$ cat config.mk
export PLATFORM = sky130hd
export DESIGN_NAME = ebh_front
export DESIGN_NICKNAME = d
export VERILOG_FILES = /design/src/hdl/ebh_pkg.sv /design/src/hdl/ebh_front.sv
export VERILOG_INCLUDE_DIRS = /design/src /design/src/hdl
export SDC_FILE = /design/constraint.sdc
export NUM_CORES = 1
export LEC_CHECK = 0
export ABC_AREA = 0
export BUFFER_PORTS_ARGS = -buffer_cell sky130_fd_sc_hd__clkbuf_2
export CAP_MARGIN = 5
export CORE_AREA = 2 2 97 89
export CTS_CLUSTER_SIZE = 40
export DETAILED_ROUTE_END_ITERATION = 6
export DIE_AREA = 0 0 99 91
export SYNTH_ARGS = -nofsm -noshare
export SYNTH_HDL_FRONTEND = slang
export SYNTH_SLANG_ARGS = --single-unit
export TNS_END_PERCENT = 50
$ cat constraint.sdc
create_clock -name i_clk -period 3.7 [get_ports i_clk]
set_input_delay 0.37 -clock i_clk [delete_from_list [all_inputs] [get_ports i_clk]]
set_output_delay 0.37 -clock i_clk [all_outputs]
set_load 0.02 [all_outputs]
$ cat src/hdl/exponential_bucket_histogram_defines.svh
// assertion macros shared by the histogram rtl
`ifndef EXPONENTIAL_BUCKET_HISTOGRAM_DEFINES_SVH
`define EXPONENTIAL_BUCKET_HISTOGRAM_DEFINES_SVH

`ifndef SYNTHESIS
// antecedent implies consequent in the same cycle
`define EBH_ASSERT_NOW(lbl, clk, rst_n, ante, cons, msg) \
    lbl: assert property (@(posedge clk) disable iff (!rst_n) (ante) |-> (cons)) \
        else $error(msg);
// antecedent implies consequent in the next cycle
`define EBH_ASSERT_NEXT(lbl, clk, rst_n, ante, cons, msg) \
    lbl: assert property (@(posedge clk) disable iff (!rst_n) (ante) |=> (cons)) \
        else $error(msg);
`else
`define EBH_ASSERT_NOW(lbl, clk, rst_n, ante, cons, msg)
`define EBH_ASSERT_NEXT(lbl, clk, rst_n, ante, cons, msg)
`endif

`endif

$ cat src/hdl/ebh_pkg.sv
package ebh_pkg;

    localparam int REQ_W       = 2;
    localparam int SAMPLE_W    = 32;
    localparam int IDX_OUT_W   = 6;
    localparam int COUNT_OUT_W = 32;
    localparam int BOUND_W     = 48;
    localparam int SUM_W       = 64;
    localparam int FIRST_W     = 32;
    localparam int GROWTH_W    = 16;
    localparam int USE_W       = 7;
    localparam int WALK_W      = 9;
    localparam int PROD_W      = BOUND_W + GROWTH_W;
    localparam int CFG_IDX_W   = 2;
    localparam int CFG_DATA_W  = 32;
    localparam int FRAC_BITS   = 8;

    localparam logic [BOUND_W-1:0] BOUND_MAX = '1;

    // request codes on the input channel
    localparam logic [REQ_W-1:0] REQ_SUBMIT = 2'd0;
    localparam logic [REQ_W-1:0] REQ_CLEAR  = 2'd1;
    localparam logic [REQ_W-1:0] REQ_READ   = 2'd2;

    // configuration register indexes
    localparam logic [CFG_IDX_W-1:0] CFG_FIRST_BOUND = 2'd0;
    localparam logic [CFG_IDX_W-1:0] CFG_GROWTH      = 2'd1;
    localparam logic [CFG_IDX_W-1:0] CFG_BUCKETS     = 2'd2;

    localparam logic [FIRST_W-1:0]  RST_FIRST_BOUND = 32'd1;
    localparam logic [GROWTH_W-1:0] RST_GROWTH      = 16'd512;
    localparam logic [USE_W-1:0]    RST_BUCKETS     = 7'd64;

    typedef enum logic [1:0] {
        OP_SUBMIT,
        OP_CLEAR,
        OP_READ,
        OP_NOP
    } t_op;

    typedef enum logic [1:0] {
        ST_IDLE,
        ST_WALK,
        ST_READ,
        ST_FIN
    } t_state;

    typedef struct packed {
        logic [FIRST_W-1:0]  first_bound;
        logic [GROWTH_W-1:0] growth;
        logic [USE_W-1:0]    buckets;
    } t_cfg;

    typedef struct packed {
        t_op                  op;
        logic [SAMPLE_W-1:0]  sample;
        logic [IDX_OUT_W-1:0] index;
    } t_item;

endpackage

$ cat src/hdl/ebh_front.sv
`include "exponential_bucket_histogram_defines.svh"

module ebh_front #(
    parameter int SAMPLE_BITS = 32
) (
    input  logic                          i_clk,
    input  logic                          i_rst_n,
    input  logic                          i_valid,
    output logic                          o_stall,
    input  logic [ebh_pkg::REQ_W-1:0]     i_req_type,
    input  logic [ebh_pkg::SAMPLE_W-1:0]  i_sample,
    input  logic [ebh_pkg::IDX_OUT_W-1:0] i_bucket_index,
    output logic                          o_item_vld,
    output ebh_pkg::t_item                o_item,
    input  logic                          i_pop
);

    localparam int SW = (SAMPLE_BITS < ebh_pkg::SAMPLE_W) ? SAMPLE_BITS : ebh_pkg::SAMPLE_W;
    localparam logic [ebh_pkg::SAMPLE_W-1:0] SMASK = {ebh_pkg::SAMPLE_W{1'b1}} >>
                                                    (ebh_pkg::SAMPLE_W - SW);
    localparam int Q_DEPTH = 2;

    ebh_pkg::t_item r_q [Q_DEPTH];
    logic           r_wp;
    logic           r_rp;
    logic [1:0]     r_cnt;
    logic [1:0]     n_cnt;
    ebh_pkg::t_item n_item;
    logic           push;

    // classify the request
    always_comb begin
        n_item.sample = i_sample & SMASK;
        n_item.index  = i_bucket_index;
        case (i_req_type)
            ebh_pkg::REQ_SUBMIT: n_item.op = ebh_pkg::OP_SUBMIT;
            ebh_pkg::REQ_CLEAR:  n_item.op = ebh_pkg::OP_CLEAR;
            ebh_pkg::REQ_READ:   n_item.op = ebh_pkg::OP_READ;
            default:             n_item.op = ebh_pkg::OP_NOP;
        endcase
    end

    assign o_stall    = (r_cnt == 2'(Q_DEPTH));
    assign push       = i_valid && !o_stall;
    assign o_item_vld = (r_cnt != 2'd0);
    assign o_item     = r_q[r_rp];

    always_comb begin
        n_cnt = r_cnt;
        if (push && !i_pop) begin
            n_cnt = r_cnt + 2'd1;
        end else if (!push && i_pop) begin
            n_cnt = r_cnt - 2'd1;
        end
    end

    always_ff @(posedge i_clk) begin
        if (!i_rst_n) begin
            r_wp  <= 1'b0;
            r_rp  <= 1'b0;
            r_cnt <= 2'd0;
        end else begin
            r_cnt <= n_cnt;
            if (push) begin
                r_wp <= ~r_wp;
            end
            if (i_pop) begin
                r_rp <= ~r_rp;
            end
        end
    end

    always_ff @(posedge i_clk) begin
        if (push) begin
            r_q[r_wp] <= n_item;
        end
    end

    `EBH_ASSERT_NOW(a_pop_nonempty, i_clk, i_rst_n, i_pop, r_cnt != 2'd0, "pop from empty queue")

endmodule

==> metrics.md <==
| Metric | Value |
|---|---|
| Status | `complete, no violations` |
| DRC violations left | `0` |
| Post-CTS Setup Bufs | `0` |
| Routed Wire Length | `~5200 um` |
| Clk_lat worst skew | `0.34 ns` |
| Critical path required time | `between 3 and 4 ns` |
| RSZ-0062 raised after global routing | `no` |
| Final Hold Viols | `0` |
| Initial Utilization | `~39%` |
| Post-DP HPWL | `between 3000 and 4000 um` |
| Routed len/inst | `about 15 um` |
| Number of gates resized after CTS | `0` |
| Hold_buf cts | `0` |
| Flops & latches, synth | `85` |
| Post-synthesis sequential area ratio | `between 80% and 90%` |
| Post-Syn Instances | `between 150 and 200` |
| First-pass GRT wire length | `between 8000 and 9000 um` |
| FF/Latch Area | `2500 um2` |
| Routed Antenna Nets | `0` |
| Average vias per placed instance | `between 4 and 5` |
| I/O Pins | `86` |
| Share of cells above drive strength 1 | `about 59%` |
| Core area | `7950 um2` |
| Largest net degree at the start of global routing | `41` |
| Worst flop-to-flop path startpoint | `r_cnt[0]$_SDFFE_PN0P_` |
| Cell Rows | `31` |
| Ranking of synthesized cells by area | `edfxtp_1 (77%), mux2_2 (14%), dfxtp_1 (3.2%)` |
| Synth top area share | `between 70 and 80%` |
| DR vias | `1,586` |
| CTS Buffer Depth | `2` |
| Clk sink count | `85` |
| RePlAce Congestion | `roughly 0.65` |
| Worst Clk Skew | `about 0.0053 ns` |
| CTS Buf Count | `9` |
| Max_cap viols | `0` |
| DR pass1 iterations | `4` |
| # fillers | `687` |
| R2r setup slk | `~1.9 ns` |
| Hold Path Origin | `i_sample[23]` |
| Syn_area_per_cell | `around 21 um2` |
| Worst Path Max Fanout | `40` |
| Port Buf Inserts | `85` |
| Synth area leader | `edfxtp_1` |
| Clock root buffer | `clkbuf_8` |
| Die H | `91 um` |
| GRT Util Overall | `a little under an eighth` |
| Die Width | `between 90 and 100 um` |
| Leak | `1.48 nW` |
| Post-synthesis cell type count | `21` |
| Critical path capture point type | `output port` |
| Fmax achieved | `441 MHz` |
| Hold Crit Class | `primary input to flop` |
| Relative slew slack | `around a third` |
| Number of DRC markers in iteration 0 | `between 50 and 60` |
| Final Cycle Share | `around three fifths` |
| # diodes | `0` |
| Gr ovfl total | `0` |
| Vias in the first global route | `roughly 1,700` |
| Syn_nets | `about 200` |
| Crit start category | `flop` |
| Pwr per Cell Area | `roughly 580 nW/um2` |
| CTS tree | `done` |
| Crit Path Class | `flop to output port` |
| Final net count | `287` |
| Worst vdd ir | `~0.00029 V` |
| Initial antenna violation count | `0` |
| Slew Viols, Final | `0` |
| # setup viols final | `0` |
| Worst-path clk slew | `~0.080 ns` |
| Multi-input logic area | `roughly 580 um2` |
| Area growth syn-to-layout | `24.2%` |
| Final min period | `roughly 2.3 ns` |
| Total die area | `9010 um2` |
| H-tree levels | `3` |
| Ys Warns | `0` |
| Slew @ Worst Pin | `roughly 1 ns` |
| Worst hold slack | `0.215 ns` |
| Setup_tns | `0 ns` |
| Post-Syn Area | `3120 um2` |
| Arr. time, crit path | `1.90 ns` |
path summary, 6_finish.rpt:
| kind | end | cells after the start |
|---|---|---|
| worst min register to register | r_cnt[1]$_SDFFE_PN0P_ | 2 |
| worst max register to register | r_q[1][32]$_DFFE_PP_ | 2 |
| worst max-delay path | o_item[32] | 2 |
| worst min-delay path | r_q[1][29]$_DFFE_PP_ | 1 |
cell usage after synthesis:
| master | instances |
|---|---|
| inv_2 | 1 |
| xnor2_1 | 1 |
| nor2_1 | 1 |
| or2_2 | 1 |
| xor2_1 | 2 |
| dfxtp_1 | 5 |
| buf_2 | 4 |
| nand2b_2 | 1 |
| ha_1 | 1 |
| edfxtp_1 | 80 |
| and2_1 | 3 |
| or3_1 | 1 |
| and3_1 | 1 |
| o21ai_0 | 1 |
| clkbuf_1 | 2 |
| o21a_1 | 1 |
| mux2_2 | 40 |
| a21boi_0 | 1 |
| nor3_2 | 1 |
| inv_1 | 2 |
| a21boi_1 | 1 |
layout by cell type (no fill, tap or decap), drive strengths merged:
cell and instances:
clkbuf 97, edfxtp 80, mux2 40, dfxtp 5, and2 3, inv 3, xor2 2, bufinv 2
a21boi 2, nand2b 1, and3 1, nor2 1, or2 1, nor3 1, xnor2 1, o21a 1
o21ai 1, or3 1, ha 1, clkinvlp 1, clkinv 1, buf 1
stage by stage:
step                      cell area [um2]  util, %  power, W  std cells  setup WS (ns)
after detailed placement             3660     46.0   0.00160        330           1.73
after global placement               3660     46.0   0.00159        330           1.71
after CTS                            3870     48.7   0.00229        346           1.34
after floorplan                      3120        -   0.00146        151           1.10
after global routing                 3870     48.7   0.00236        346           1.27
final                                3870     48.7   0.00226        346           1.43
state kept, by name, summed over array words and instances (netlist names), named ones only:
name / count
r_cnt: 2
r_q: 80
r_rp: 1
r_wp: 1
cells by family after synthesis:
family	count (synthesis)	synth area share, %
AO/OA/AOI/OAI	4	0.883
XOR/XNOR	3	0.843
flip-flops	85	80.3
adder cells (fa/ha/maj)	1	0.401
multiplexers	40	14.4
AND/OR/NAND/NOR	9	1.93
buffers and inverters	9	1.24
area by class of cell:
type | instances | share of cell area, %
Multi-Input combinational cell | 57 | 15.1
Clock buffer | 12 | 3.75
Sequential cell | 85 | 64.6
Inverter | 3 | 0.291
Clock inverter | 4 | 1.87
Tap cell | 99 | 3.20
Timing Repair Buffer | 86 | 11.2
worst max-delay path, cell delays in order, from the launching register on:
cell and delay (ns):
dfxtp_2 0.97, mux2_2 0.43, clkbuf_2 0.16
power breakdown:
group | leakage (nW) | switching (W) | internal, W
logic | 0.582 | 0.000213 | 0.000146
clock network | 0.107 | 0.000296 | 0.000398
registers | 0.788 | 0.0000404 | 0.00116
total | 1.48 | 0.000550 | 0.00171
routing by layer:
layer | vias to the layer above | GRT usage (%) | routed length, um | share of wire, %
met5 | - | 0 | 0 | 0
met4 | 0 | 4.11 | 55 | 1.1
met3 | 4 | 4.70 | 263 | 5.1
met2 | 45 | 20.6 | 2710 | 52
met1 | 773 | 13.5 | 2140 | 41
li1 | 764 | - | - | -
Note: power is estimated with default switching activity, not from simulation.
