$ cat src/hdl/exponential_bucket_histogram_defines.svh
// assertion macros shared by the histogram rtl
`ifndef EXPONENTIAL_BUCKET_HISTOGRAM_DEFINES_SVH
`define EXPONENTIAL_BUCKET_HISTOGRAM_DEFINES_SVH

`ifndef SYNTHESIS
// antecedent implies consequent in the same cycle
`define EBH_ASSERT_NOW(lbl, clk, rst_n, ante, cons, msg) \
    lbl: assert property (@(posedge clk) disable iff (!rst_n) (ante) |-> (cons)) \
        else $error(msg);
// antecedent implies consequent in the next cycle
`define EBH_ASSERT_NEXT(lbl, clk, rst_n, ante, cons, msg) \
    lbl: assert property (@(posedge clk) disable iff (!rst_n) (ante) |=> (cons)) \
        else $error(msg);
`else
`define EBH_ASSERT_NOW(lbl, clk, rst_n, ante, cons, msg)
`define EBH_ASSERT_NEXT(lbl, clk, rst_n, ante, cons, msg)
`endif

`endif

$ cat src/hdl/ebh_pkg.sv
package ebh_pkg;

    localparam int REQ_W       = 2;
    localparam int SAMPLE_W    = 32;
    localparam int IDX_OUT_W   = 6;
    localparam int COUNT_OUT_W = 32;
    localparam int BOUND_W     = 48;
    localparam int SUM_W       = 64;
    localparam int FIRST_W     = 32;
    localparam int GROWTH_W    = 16;
    localparam int USE_W       = 7;
    localparam int WALK_W      = 9;
    localparam int PROD_W      = BOUND_W + GROWTH_W;
    localparam int CFG_IDX_W   = 2;
    localparam int CFG_DATA_W  = 32;
    localparam int FRAC_BITS   = 8;

    localparam logic [BOUND_W-1:0] BOUND_MAX = '1;

    // request codes on the input channel
    localparam logic [REQ_W-1:0] REQ_SUBMIT = 2'd0;
    localparam logic [REQ_W-1:0] REQ_CLEAR  = 2'd1;
    localparam logic [REQ_W-1:0] REQ_READ   = 2'd2;

    // configuration register indexes
    localparam logic [CFG_IDX_W-1:0] CFG_FIRST_BOUND = 2'd0;
    localparam logic [CFG_IDX_W-1:0] CFG_GROWTH      = 2'd1;
    localparam logic [CFG_IDX_W-1:0] CFG_BUCKETS     = 2'd2;

    localparam logic [FIRST_W-1:0]  RST_FIRST_BOUND = 32'd1;
    localparam logic [GROWTH_W-1:0] RST_GROWTH      = 16'd512;
    localparam logic [USE_W-1:0]    RST_BUCKETS     = 7'd64;

    typedef enum logic [1:0] {
        OP_SUBMIT,
        OP_CLEAR,
        OP_READ,
        OP_NOP
    } t_op;

    typedef enum logic [1:0] {
        ST_IDLE,
        ST_WALK,
        ST_READ,
        ST_FIN
    } t_state;

    typedef struct packed {
        logic [FIRST_W-1:0]  first_bound;
        logic [GROWTH_W-1:0] growth;
        logic [USE_W-1:0]    buckets;
    } t_cfg;

    typedef struct packed {
        t_op                  op;
        logic [SAMPLE_W-1:0]  sample;
        logic [IDX_OUT_W-1:0] index;
    } t_item;

endpackage

$ cat src/hdl/ebh_back.sv
`include "exponential_bucket_histogram_defines.svh"

module ebh_back #(
    parameter int NUM_BUCKETS = 64,
    parameter int SAMPLE_BITS = 32,
    parameter int COUNT_BITS  = 32
) (
    input  logic                            i_clk,
    input  logic                            i_rst_n,
    input  ebh_pkg::t_cfg                   i_cfg,
    input  logic                            i_item_vld,
    input  ebh_pkg::t_item                  i_item,
    output logic                            o_pop,
    output logic                            o_valid,
    input  logic                            i_stall,
    output logic [ebh_pkg::COUNT_OUT_W-1:0] o_bucket_count,
    output logic [ebh_pkg::BOUND_W-1:0]     o_bucket_bound,
    output logic [ebh_pkg::IDX_OUT_W-1:0]   o_chosen_bucket,
    output logic [ebh_pkg::SAMPLE_W-1:0]    o_min_sample,
    output logic [ebh_pkg::SAMPLE_W-1:0]    o_max_sample,
    output logic [ebh_pkg::SUM_W-1:0]       o_sample_sum,
    output logic [ebh_pkg::COUNT_OUT_W-1:0] o_sample_count,
    output logic                            o_has_samples
);

    localparam int IDX_W = (NUM_BUCKETS > 1) ? $clog2(NUM_BUCKETS) : 1;
    localparam int SW    = (SAMPLE_BITS < ebh_pkg::SAMPLE_W) ? SAMPLE_BITS : ebh_pkg::SAMPLE_W;
    localparam logic [ebh_pkg::SAMPLE_W-1:0] SMASK = {ebh_pkg::SAMPLE_W{1'b1}} >>
                                                    (ebh_pkg::SAMPLE_W - SW);
    localparam logic [ebh_pkg::WALK_W-1:0] NB_W = ebh_pkg::WALK_W'(NUM_BUCKETS);
    localparam logic [COUNT_BITS-1:0]      CMAX = '1;
    localparam int FRAC_BITS_W = ebh_pkg::FRAC_BITS;

    ebh_pkg::t_state r_state, n_state;
    ebh_pkg::t_op    r_op, n_op;
    logic [ebh_pkg::SAMPLE_W-1:0] r_sample, n_sample;
    logic [ebh_pkg::WALK_W-1:0]   r_tgt, n_tgt;
    logic [ebh_pkg::WALK_W-1:0]   r_n, n_n;
    logic [ebh_pkg::WALK_W-1:0]   r_i, n_i;
    logic [ebh_pkg::BOUND_W-1:0]  r_b, n_b;
    logic                         r_hit, n_hit;

    // bucket count memory and per-entry valid bits
    logic [COUNT_BITS-1:0]  r_mem [NUM_BUCKETS];
    logic [NUM_BUCKETS-1:0] r_vld;
    logic [COUNT_BITS-1:0]  r_rd_data;
    logic                   r_rd_vld;
    logic [IDX_W-1:0]       addr;
    logic                   rd_en;
    logic                   mem_we;
    logic                   clr;

    // running statistics
    logic [ebh_pkg::SAMPLE_W-1:0] r_min, n_min;
    logic [ebh_pkg::SAMPLE_W-1:0] r_max, n_max;
    logic [ebh_pkg::SUM_W-1:0]    r_sum, n_sum;
    logic [COUNT_BITS-1:0]        r_total, n_total;

    // output register
    logic                            r_out_vld, n_out_vld;
    logic [ebh_pkg::COUNT_OUT_W-1:0] r_o_count, n_o_count;
    logic [ebh_pkg::BOUND_W-1:0]     r_o_bound, n_o_bound;
    logic [ebh_pkg::IDX_OUT_W-1:0]   r_o_chosen, n_o_chosen;
    logic [ebh_pkg::SAMPLE_W-1:0]    r_o_min, n_o_min;
    logic [ebh_pkg::SAMPLE_W-1:0]    r_o_max, n_o_max;
    logic [ebh_pkg::SUM_W-1:0]       r_o_sum, n_o_sum;
    logic [ebh_pkg::COUNT_OUT_W-1:0] r_o_total, n_o_total;
    logic                            r_o_has, n_o_has;

    logic [ebh_pkg::WALK_W-1:0]       used_raw;
    logic [ebh_pkg::WALK_W-1:0]       used;
    logic [ebh_pkg::WALK_W-1:0]       item_tgt;
    logic                             item_in;
    logic [ebh_pkg::WALK_W-1:0]       i_inc;
    logic [ebh_pkg::PROD_W-1:0]       prod;
    logic [ebh_pkg::PROD_W-FRAC_BITS_W-1:0] prod_sh;
    logic [ebh_pkg::BOUND_W-1:0]      next_b;
    logic                             walk_done;
    logic                             out_free;

    logic [COUNT_BITS-1:0]        cur;
    logic [COUNT_BITS-1:0]        inc;
    logic [COUNT_BITS-1:0]        f_cnt;
    logic [ebh_pkg::BOUND_W-1:0]  f_bnd;
    logic [ebh_pkg::IDX_OUT_W-1:0] f_chosen;
    logic [ebh_pkg::SAMPLE_W-1:0] f_min;
    logic [ebh_pkg::SAMPLE_W-1:0] f_max;
    logic [ebh_pkg::SUM_W-1:0]    f_sum;
    logic [COUNT_BITS-1:0]        f_total;
    logic                         f_has;

    // buckets in use clamped to 1..NUM_BUCKETS
    assign used_raw = ebh_pkg::WALK_W'(i_cfg.buckets);
    assign used     = (used_raw == '0) ? ebh_pkg::WALK_W'(1) :
                      (used_raw > NB_W) ? NB_W : used_raw;
    assign item_tgt = ebh_pkg::WALK_W'(i_item.index);
    assign item_in  = (item_tgt < used);
    assign i_inc    = r_i + ebh_pkg::WALK_W'(1);

    // next bound: one 48x16 multiply per walk step, then saturate
    assign prod    = ebh_pkg::PROD_W'(r_b) * ebh_pkg::PROD_W'(i_cfg.growth);
    assign prod_sh = prod[ebh_pkg::PROD_W-1:FRAC_BITS_W];
    assign next_b  = (prod_sh > (ebh_pkg::PROD_W - FRAC_BITS_W)'(ebh_pkg::BOUND_MAX)) ?
                     ebh_pkg::BOUND_MAX : prod_sh[ebh_pkg::BOUND_W-1:0];

    always_comb begin
        if (r_op == ebh_pkg::OP_SUBMIT) begin
            walk_done = (ebh_pkg::BOUND_W'(r_sample) < r_b) || (i_inc == r_n);
        end else begin
            walk_done = (r_i == r_tgt);
        end
    end

    assign addr     = r_i[IDX_W-1:0];
    assign out_free = !r_out_vld || !i_stall;

    // result and statistics update for the item in the finish step
    always_comb begin
        cur      = r_rd_vld ? r_rd_data : '0;
        inc      = (cur == CMAX) ? cur : cur + COUNT_BITS'(1);
        f_cnt    = '0;
        f_bnd    = '0;
        f_chosen = '0;
        f_min    = r_min;
        f_max    = r_max;
        f_sum    = r_sum;
        f_total  = r_total;
        case (r_op)
            ebh_pkg::OP_SUBMIT: begin
                f_cnt    = inc;
                f_bnd    = r_b;
                f_chosen = ebh_pkg::IDX_OUT_W'(r_i);
                f_total  = (r_total == CMAX) ? r_total : r_total + COUNT_BITS'(1);
                f_sum    = r_sum + ebh_pkg::SUM_W'(r_sample);
                f_min    = (r_sample < r_min) ? r_sample : r_min;
                f_max    = (r_sample > r_max) ? r_sample : r_max;
            end
            ebh_pkg::OP_CLEAR: begin
                f_min   = SMASK;
                f_max   = '0;
                f_sum   = '0;
                f_total = '0;
            end
            ebh_pkg::OP_READ: begin
                f_cnt = r_hit ? cur : '0;
                f_bnd = r_hit ? r_b : '0;
            end
            default: begin
                f_cnt = '0;
            end
        endcase
        f_has = (f_total != '0);
    end

    // sequencer
    always_comb begin
        n_state    = r_state;
        n_op       = r_op;
        n_sample   = r_sample;
        n_tgt      = r_tgt;
        n_n        = r_n;
        n_i        = r_i;
        n_b        = r_b;
        n_hit      = r_hit;
        n_min      = r_min;
        n_max      = r_max;
        n_sum      = r_sum;
        n_total    = r_total;
        n_out_vld  = r_out_vld;
        n_o_count  = r_o_count;
        n_o_bound  = r_o_bound;
        n_o_chosen = r_o_chosen;
        n_o_min    = r_o_min;
        n_o_max    = r_o_max;
        n_o_sum    = r_o_sum;
        n_o_total  = r_o_total;
        n_o_has    = r_o_has;
        o_pop      = 1'b0;
        rd_en      = 1'b0;
        mem_we     = 1'b0;
        clr        = 1'b0;
        if (r_out_vld && !i_stall) begin
            n_out_vld = 1'b0;
        end
        case (r_state)
            ebh_pkg::ST_IDLE: begin
                if (i_item_vld) begin
                    o_pop    = 1'b1;
                    n_op     = i_item.op;
                    n_sample = i_item.sample;
                    n_tgt    = item_tgt;
                    n_n      = used;
                    n_i      = '0;
                    n_b      = ebh_pkg::BOUND_W'(i_cfg.first_bound);
                    case (i_item.op)
                        ebh_pkg::OP_SUBMIT: begin
                            n_hit   = 1'b1;
                            n_state = ebh_pkg::ST_WALK;
                        end
                        ebh_pkg::OP_READ: begin
                            n_hit   = item_in;
                            n_state = item_in ? ebh_pkg::ST_WALK : ebh_pkg::ST_FIN;
                        end
                        default: begin
                            n_hit   = 1'b0;
                            n_state = ebh_pkg::ST_FIN;
                        end
                    endcase
                end
            end
            ebh_pkg::ST_WALK: begin
                if (walk_done) begin
                    n_state = ebh_pkg::ST_READ;
                end else begin
                    n_b = next_b;
                    n_i = i_inc;
                end
            end
            ebh_pkg::ST_READ: begin
                rd_en   = 1'b1;
                n_state = ebh_pkg::ST_FIN;
            end
            ebh_pkg::ST_FIN: begin
                if (out_free) begin
                    mem_we     = (r_op == ebh_pkg::OP_SUBMIT);
                    clr        = (r_op == ebh_pkg::OP_CLEAR);
                    n_min      = f_min;
                    n_max      = f_max;
                    n_sum      = f_sum;
                    n_total    = f_total;
                    n_out_vld  = 1'b1;
                    n_o_count  = ebh_pkg::COUNT_OUT_W'(f_cnt);
                    n_o_bound  = f_bnd;
                    n_o_chosen = f_chosen;
                    n_o_min    = f_has ? f_min : '0;
                    n_o_max    = f_has ? f_max : '0;
                    n_o_sum    = f_sum;
                    n_o_total  = ebh_pkg::COUNT_OUT_W'(f_total);
                    n_o_has    = f_has;
                    n_state    = ebh_pkg::ST_IDLE;
                end
            end
            default: begin
                n_state = ebh_pkg::ST_IDLE;
            end
        endcase
    end

    always_ff @(posedge i_clk) begin
        if (!i_rst_n) begin
            r_state <= ebh_pkg::ST_IDLE;
        end else begin
            r_state <= n_state;
        end
    end

    always_ff @(posedge i_clk) begin
        if (!i_rst_n) begin
            r_min     <= SMASK;
            r_max     <= '0;
            r_sum     <= '0;
            r_total   <= '0;
            r_out_vld <= 1'b0;
            r_vld     <= '0;
        end else begin
            r_min     <= n_min;
            r_max     <= n_max;
            r_sum     <= n_sum;
            r_total   <= n_total;
            r_out_vld <= n_out_vld;
            if (clr) begin
                r_vld <= '0;
            end else if (mem_we) begin
                r_vld[addr] <= 1'b1;
            end
        end
    end

    always_ff @(posedge i_clk) begin
        r_op       <= n_op;
        r_sample   <= n_sample;
        r_tgt      <= n_tgt;
        r_n        <= n_n;
        r_i        <= n_i;
        r_b        <= n_b;
        r_hit      <= n_hit;
        r_o_count  <= n_o_count;
        r_o_bound  <= n_o_bound;
        r_o_chosen <= n_o_chosen;
        r_o_min    <= n_o_min;
        r_o_max    <= n_o_max;
        r_o_sum    <= n_o_sum;
        r_o_total  <= n_o_total;
        r_o_has    <= n_o_has;
    end

    always_ff @(posedge i_clk) begin
        if (mem_we) begin
            r_mem[addr] <= inc;
        end
    end

    always_ff @(posedge i_clk) begin
        if (rd_en) begin
            r_rd_data <= r_mem[addr];
            r_rd_vld  <= r_vld[addr];
        end
    end

    assign o_valid         = r_out_vld;
    assign o_bucket_count  = r_o_count;
    assign o_bucket_bound  = r_o_bound;
    assign o_chosen_bucket = r_o_chosen;
    assign o_min_sample    = r_o_min;
    assign o_max_sample    = r_o_max;
    assign o_sample_sum    = r_o_sum;
    assign o_sample_count  = r_o_total;
    assign o_has_samples   = r_o_has;

    `EBH_ASSERT_NOW(a_walk_in_range, i_clk, i_rst_n, r_state == ebh_pkg::ST_WALK, r_i < r_n, "walk index beyond buckets in use")
    `EBH_ASSERT_NEXT(a_fin_waits, i_clk, i_rst_n, (r_state == ebh_pkg::ST_FIN) && r_out_vld && i_stall, r_state == ebh_pkg::ST_FIN, "result finished while output register busy")
    `EBH_ASSERT_NOW(a_empty_stats, i_clk, i_rst_n, r_total == '0, (r_max == '0) && (r_min == SMASK) && (r_sum == '0), "statistics set without samples")

endmodule

$ cat config.mk
export PLATFORM = sky130hd
export DESIGN_NAME = ebh_back
export DESIGN_NICKNAME = d
export VERILOG_FILES = /design/src/hdl/ebh_pkg.sv /design/src/hdl/ebh_back.sv
export VERILOG_INCLUDE_DIRS = /design/src /design/src/hdl
export SDC_FILE = /design/constraint.sdc
export NUM_CORES = 2
export LEC_CHECK = 0
export BUFFER_PORTS_ARGS = -buffer_cell sky130_fd_sc_hd__buf_2
export CAP_MARGIN = 20
export CORE_MARGIN = 5
export CORE_UTILIZATION = 50
export CTS_CLUSTER_SIZE = 14
export DETAILED_ROUTE_END_ITERATION = 6
export GPL_TIMING_DRIVEN = 0
export PLACE_DENSITY_LB_ADDON = 0.15
export SKIP_CTS_REPAIR_TIMING = 1
export SYNTH_ARGS = -nofsm -noshare
export SYNTH_HDL_FRONTEND = slang
export SYNTH_SLANG_ARGS = --single-unit
$ cat constraint.sdc
create_clock -name i_clk -period 9.2 [get_ports i_clk]
set_input_delay 1.38 -clock i_clk [delete_from_list [all_inputs] [get_ports i_clk]]
set_output_delay 1.38 -clock i_clk [all_outputs]
set_load 0.01 [all_outputs]
==> impl_table.tex <==
\begin{tabular}{lr}
\hline
Metric & Value \\
\hline
\multicolumn{2}{l}{\textbf{Yosys}} \\
Combined area of all synthesized cells & around 130,000 sq um \\
Avg Inst Size Synth & 13.29 sq um \\
Leading cell types by count after synthesis & edfxtp\_1, inv\_1, nand2\_1, a22oi\_1, fa\_1 \\
Net count after synthesis & 10,580 \\
Share of synthesized cell area in and, or, nand and nor gates & 8.279\% \\
Gate count after technology mapping & 9,564 \\
Cell with the most instances after synthesis & edfxtp\_1 \\
Post-synthesis adder-cell area fraction & 12.79\% \\
Portion of synthesized cell area occupied by the leading cell type & 57.48\% \\
Async S/R FF share, synth & 0\% \\
Dominant cell type by area after synthesis & edfxtp\_1 \\
Dominant combinational cell family by area after synthesis & adder cells \\
Number of enable flip-flop cells after synthesis & 2,433 \\
Number of register bits inferred by synthesis & roughly 2,700 \\
Compound-gate portion of the synthesized area & between 10\% and 20\% \\
Multiplexer area fraction after synthesis & less than 1\% \\
Count of cell types in the netlist & 82 \\
Commonest register cell after synthesis & edfxtp\_1 \\
Synth area leaders & edfxtp\_1, fa\_1, a22oi\_1 \\
YS warnings & 0 \\
Synthesized-area fraction occupied by xor and xnor cells & about 1.4\% \\
Post-synthesis sequential area ratio & 61.05\% \\
\multicolumn{2}{l}{\textbf{Critical path}} \\
Critical Path Sink Type & flip-flop \\
Crit path max fanout & 10 \\
Crit start category & input pin \\
Cell count of the worst reg-to-reg path & 28 \\
Reg2reg setup slack & between 200 and 250 ps \\
Timing endpoint of the critical path & r\_b[36] \\
Critical path class & in2reg \\
Reg-to-Reg Start & r\_b[31] \\
Worst endpoint required time & 9850 ps \\
Terminus of the critical flop-to-flop path & r\_b[36] \\
Start point of the critical path & i\_cfg[15] \\
Endpoint arrival time on the critical path & 9750 ps \\
\multicolumn{2}{l}{\textbf{STA}} \\
Worst slew margin relative to its limit & about 2.0\% \\
Clock Skews & roughly 93 ps \\
Final-report hold violation count & 0 \\
Slew @ Worst Pin & 1470 ps \\
Setup repair after global routing missed its margin & no \\
Endpoints failing setup & 0 \\
Final critical path time including I/O delays and setup & approximately 9100 ps \\
Share of the clock period used by the worst path & between 90\% and 100\% \\
Highest attainable clock frequency & 109.9 MHz \\
Number of max-slew violations in the final report & 0 \\
\multicolumn{2}{l}{\textbf{Route}} \\
Post-detailed-route count of antenna-violating nets & 0 \\
Overall routed net length & between 500 and 600 mm \\
1st-pass router iterations & 7 \\
Routed wirelength normalized by instance count & 37.42 microns \\
Drt initial violations & 15,680 \\
Via density & between 6 and 7 \\
Total vias in the final route & 95,290 \\
DRC viols & 6 \\
\multicolumn{2}{l}{\textbf{Die}} \\
Die X & 514.2 microns \\
Rows & 185 \\
Floorplan core area & around 250,000 sq um \\
Full die area & roughly 260,000 sq um \\
Starting density of the core & 50.15\% \\
Number of I/O pins & 348 \\
Height of the chip & 514.2 microns \\
\multicolumn{2}{l}{\textbf{Placed design}} \\
Total half-perimeter wirelength after legalization and detailed placement & 379.5 mm \\
Port-buffer cells & approximately 330 \\
Area of placed instances & approximately 140,000 sq um \\
RD Place Congestion & 0.9676 \\
\multicolumn{2}{l}{\textbf{Clocking}} \\
CTS clock-pin slew for the worst setup and hold paths & 60 ps \\
Clock buffers created by TritonCTS & slightly below 300 \\
Level count of the clock H-tree & 5 \\
Clock tree root buffer cell & clkbuf\_16 \\
Maximum buffer depth of the clock tree & 4 \\
Clock latency at the later pin of the worst-skew pair & between 900 and 1000 ps \\
\# clock sinks & 2,660 \\
Clock tree from TritonCTS & yes \\
\multicolumn{2}{l}{\textbf{GRT}} \\
Via count of the first global-routing pass & approximately 90,000 \\
Global router's overall resource usage & about two fifths \\
Number of antenna violations at the first check in global routing & 52 \\
Wire length of the first global-routing pass & between 700 and 800 mm \\
Largest net degree at the start of global routing & 94 \\
Remaining Overflow, GRT & 0 \\
\multicolumn{2}{l}{\textbf{Cells and area}} \\
Final-stage net count & 11,520 \\
Relative area change from synthesis to final layout & 17.02\% \\
Final core occ & 58.69\% \\
Share of post-route cells with drive strength above 1 & roughly an eighth \\
Final non-filler cell area & 148,700 sq um \\
\multicolumn{2}{l}{\textbf{Status}} \\
Failing checks & design-rule violations \\
Result of the run & finished, violations left \\
\multicolumn{2}{l}{\textbf{Hold path}} \\
Worst min-delay path category & reg2reg \\
\multicolumn{2}{l}{\textbf{Run}} \\
Max\_cap viols & 0 \\
\hline
\end{tabular}
==> registers in the layout, summed over array words and instances, names as in the netlist, 48 cells and up <==
name and cells:
r_sum 64, r_vld 64, r_b 48, o_sample_sum 64
o_bucket_bound 48, r_mem 2048
==> routing by layer <==
| metal | GRT usage [%] | part of all wire (%) |
|---|---|---|
| met5 | 0.5297 | 0.10 |
| met4 | 24.40 | 8.2 |
| met3 | 14.30 | 15 |
| met2 | 56.22 | 42 |
| met1 | 50.24 | 35 |
==> cell usage in the layout (no fill, tap or decap), drive strengths merged, types with 159 or more instances in the layout <==
| cell type | n |
|---|---|
| a31oi | 194 |
| and2 | 364 |
| buf | 739 |
| a21oi | 270 |
| edfxtp | 2433 |
| a22oi | 748 |
| o21ai | 174 |
| a22o | 189 |
| nand2 | 830 |
| ha | 272 |
| inv | 843 |
| dfxtp | 227 |
| a221oi | 176 |
| fa | 642 |
| clkbuf | 884 |
| nand4 | 159 |
| nor2 | 448 |
==> logic make-up after synthesis <==
logic type,count (synthesis)
AO/OA/AOI/OAI,2132
AND/OR/NAND/NOR,2210
XOR/XNOR,205
multiplexers,4
flip-flops,2660
adder cells (fa/ha/maj),914
buffers and inverters,1439
==> how the worst min path moves through the flow <==
stage                         start        end  cells after the start
after floorplan           r_vld[20]  r_vld[20]                      2
after global placement    r_vld[26]  r_vld[26]                      2
after detailed placement  r_vld[34]  r_vld[34]                      2
after CTS                 r_sum[30]  r_sum[30]                      2
after global routing      r_sum[30]  r_sum[30]                      2
final                     r_sum[30]  r_sum[30]                      2
==> area by class of cell <==
cell class,count,area [sq um]
clock buffers,378,8008
multi-input cells,5465,45000
flip-flops and latches,2660,77600
inverters,835,3134
diodes,38,95.09
fillers,19990,104700
plain buffers,592,2425
repair buffers,653,7122
clock inverters,129,1151
well taps,3366,4212
==> critical path, cell delays in order <==
cell	delay, ps
clkbuf_1	470
clkbuf_1	610
nand2_1	180
fa_1	550
inv_1	50
fa_1	490
fa_1	610
fa_1	460
fa_1	500
inv_1	50
fa_1	570
inv_1	70
ha_1	260
clkbuf_1	340
nand4_1	190
nor3_1	180
nand2_1	110
a2111oi_1	600
nor3_1	230
a211oi_1	300
nor2_1	110
xnor2_1	160
a211oi_1	240
and3_1	200
clkbuf_1	280
clkbuf_2	350
a21boi_0	160
==> stage by stage <==
| stage | cells | setup WS, ps | TNS [ps] | hold WS (ps) |
|---|---|---|---|---|
| floorplan | 9564 | 904.2 | 0 | 440.3 |
| global route | 14080 | 18.06 | 0 | 489.9 |
| global placement | 13260 | -2182 | -90720 | 449.3 |
| CTS | 14060 | -958.8 | -29390 | 472.4 |
| detailed placement | 13560 | -1896 | -74040 | 459.8 |
| finish | 14120 | 97.61 | 0 | 472.0 |
Power is left out: the tool's default activity adds up to more than one toggle a clock period on the data nets, which glitch-free logic cannot reach.
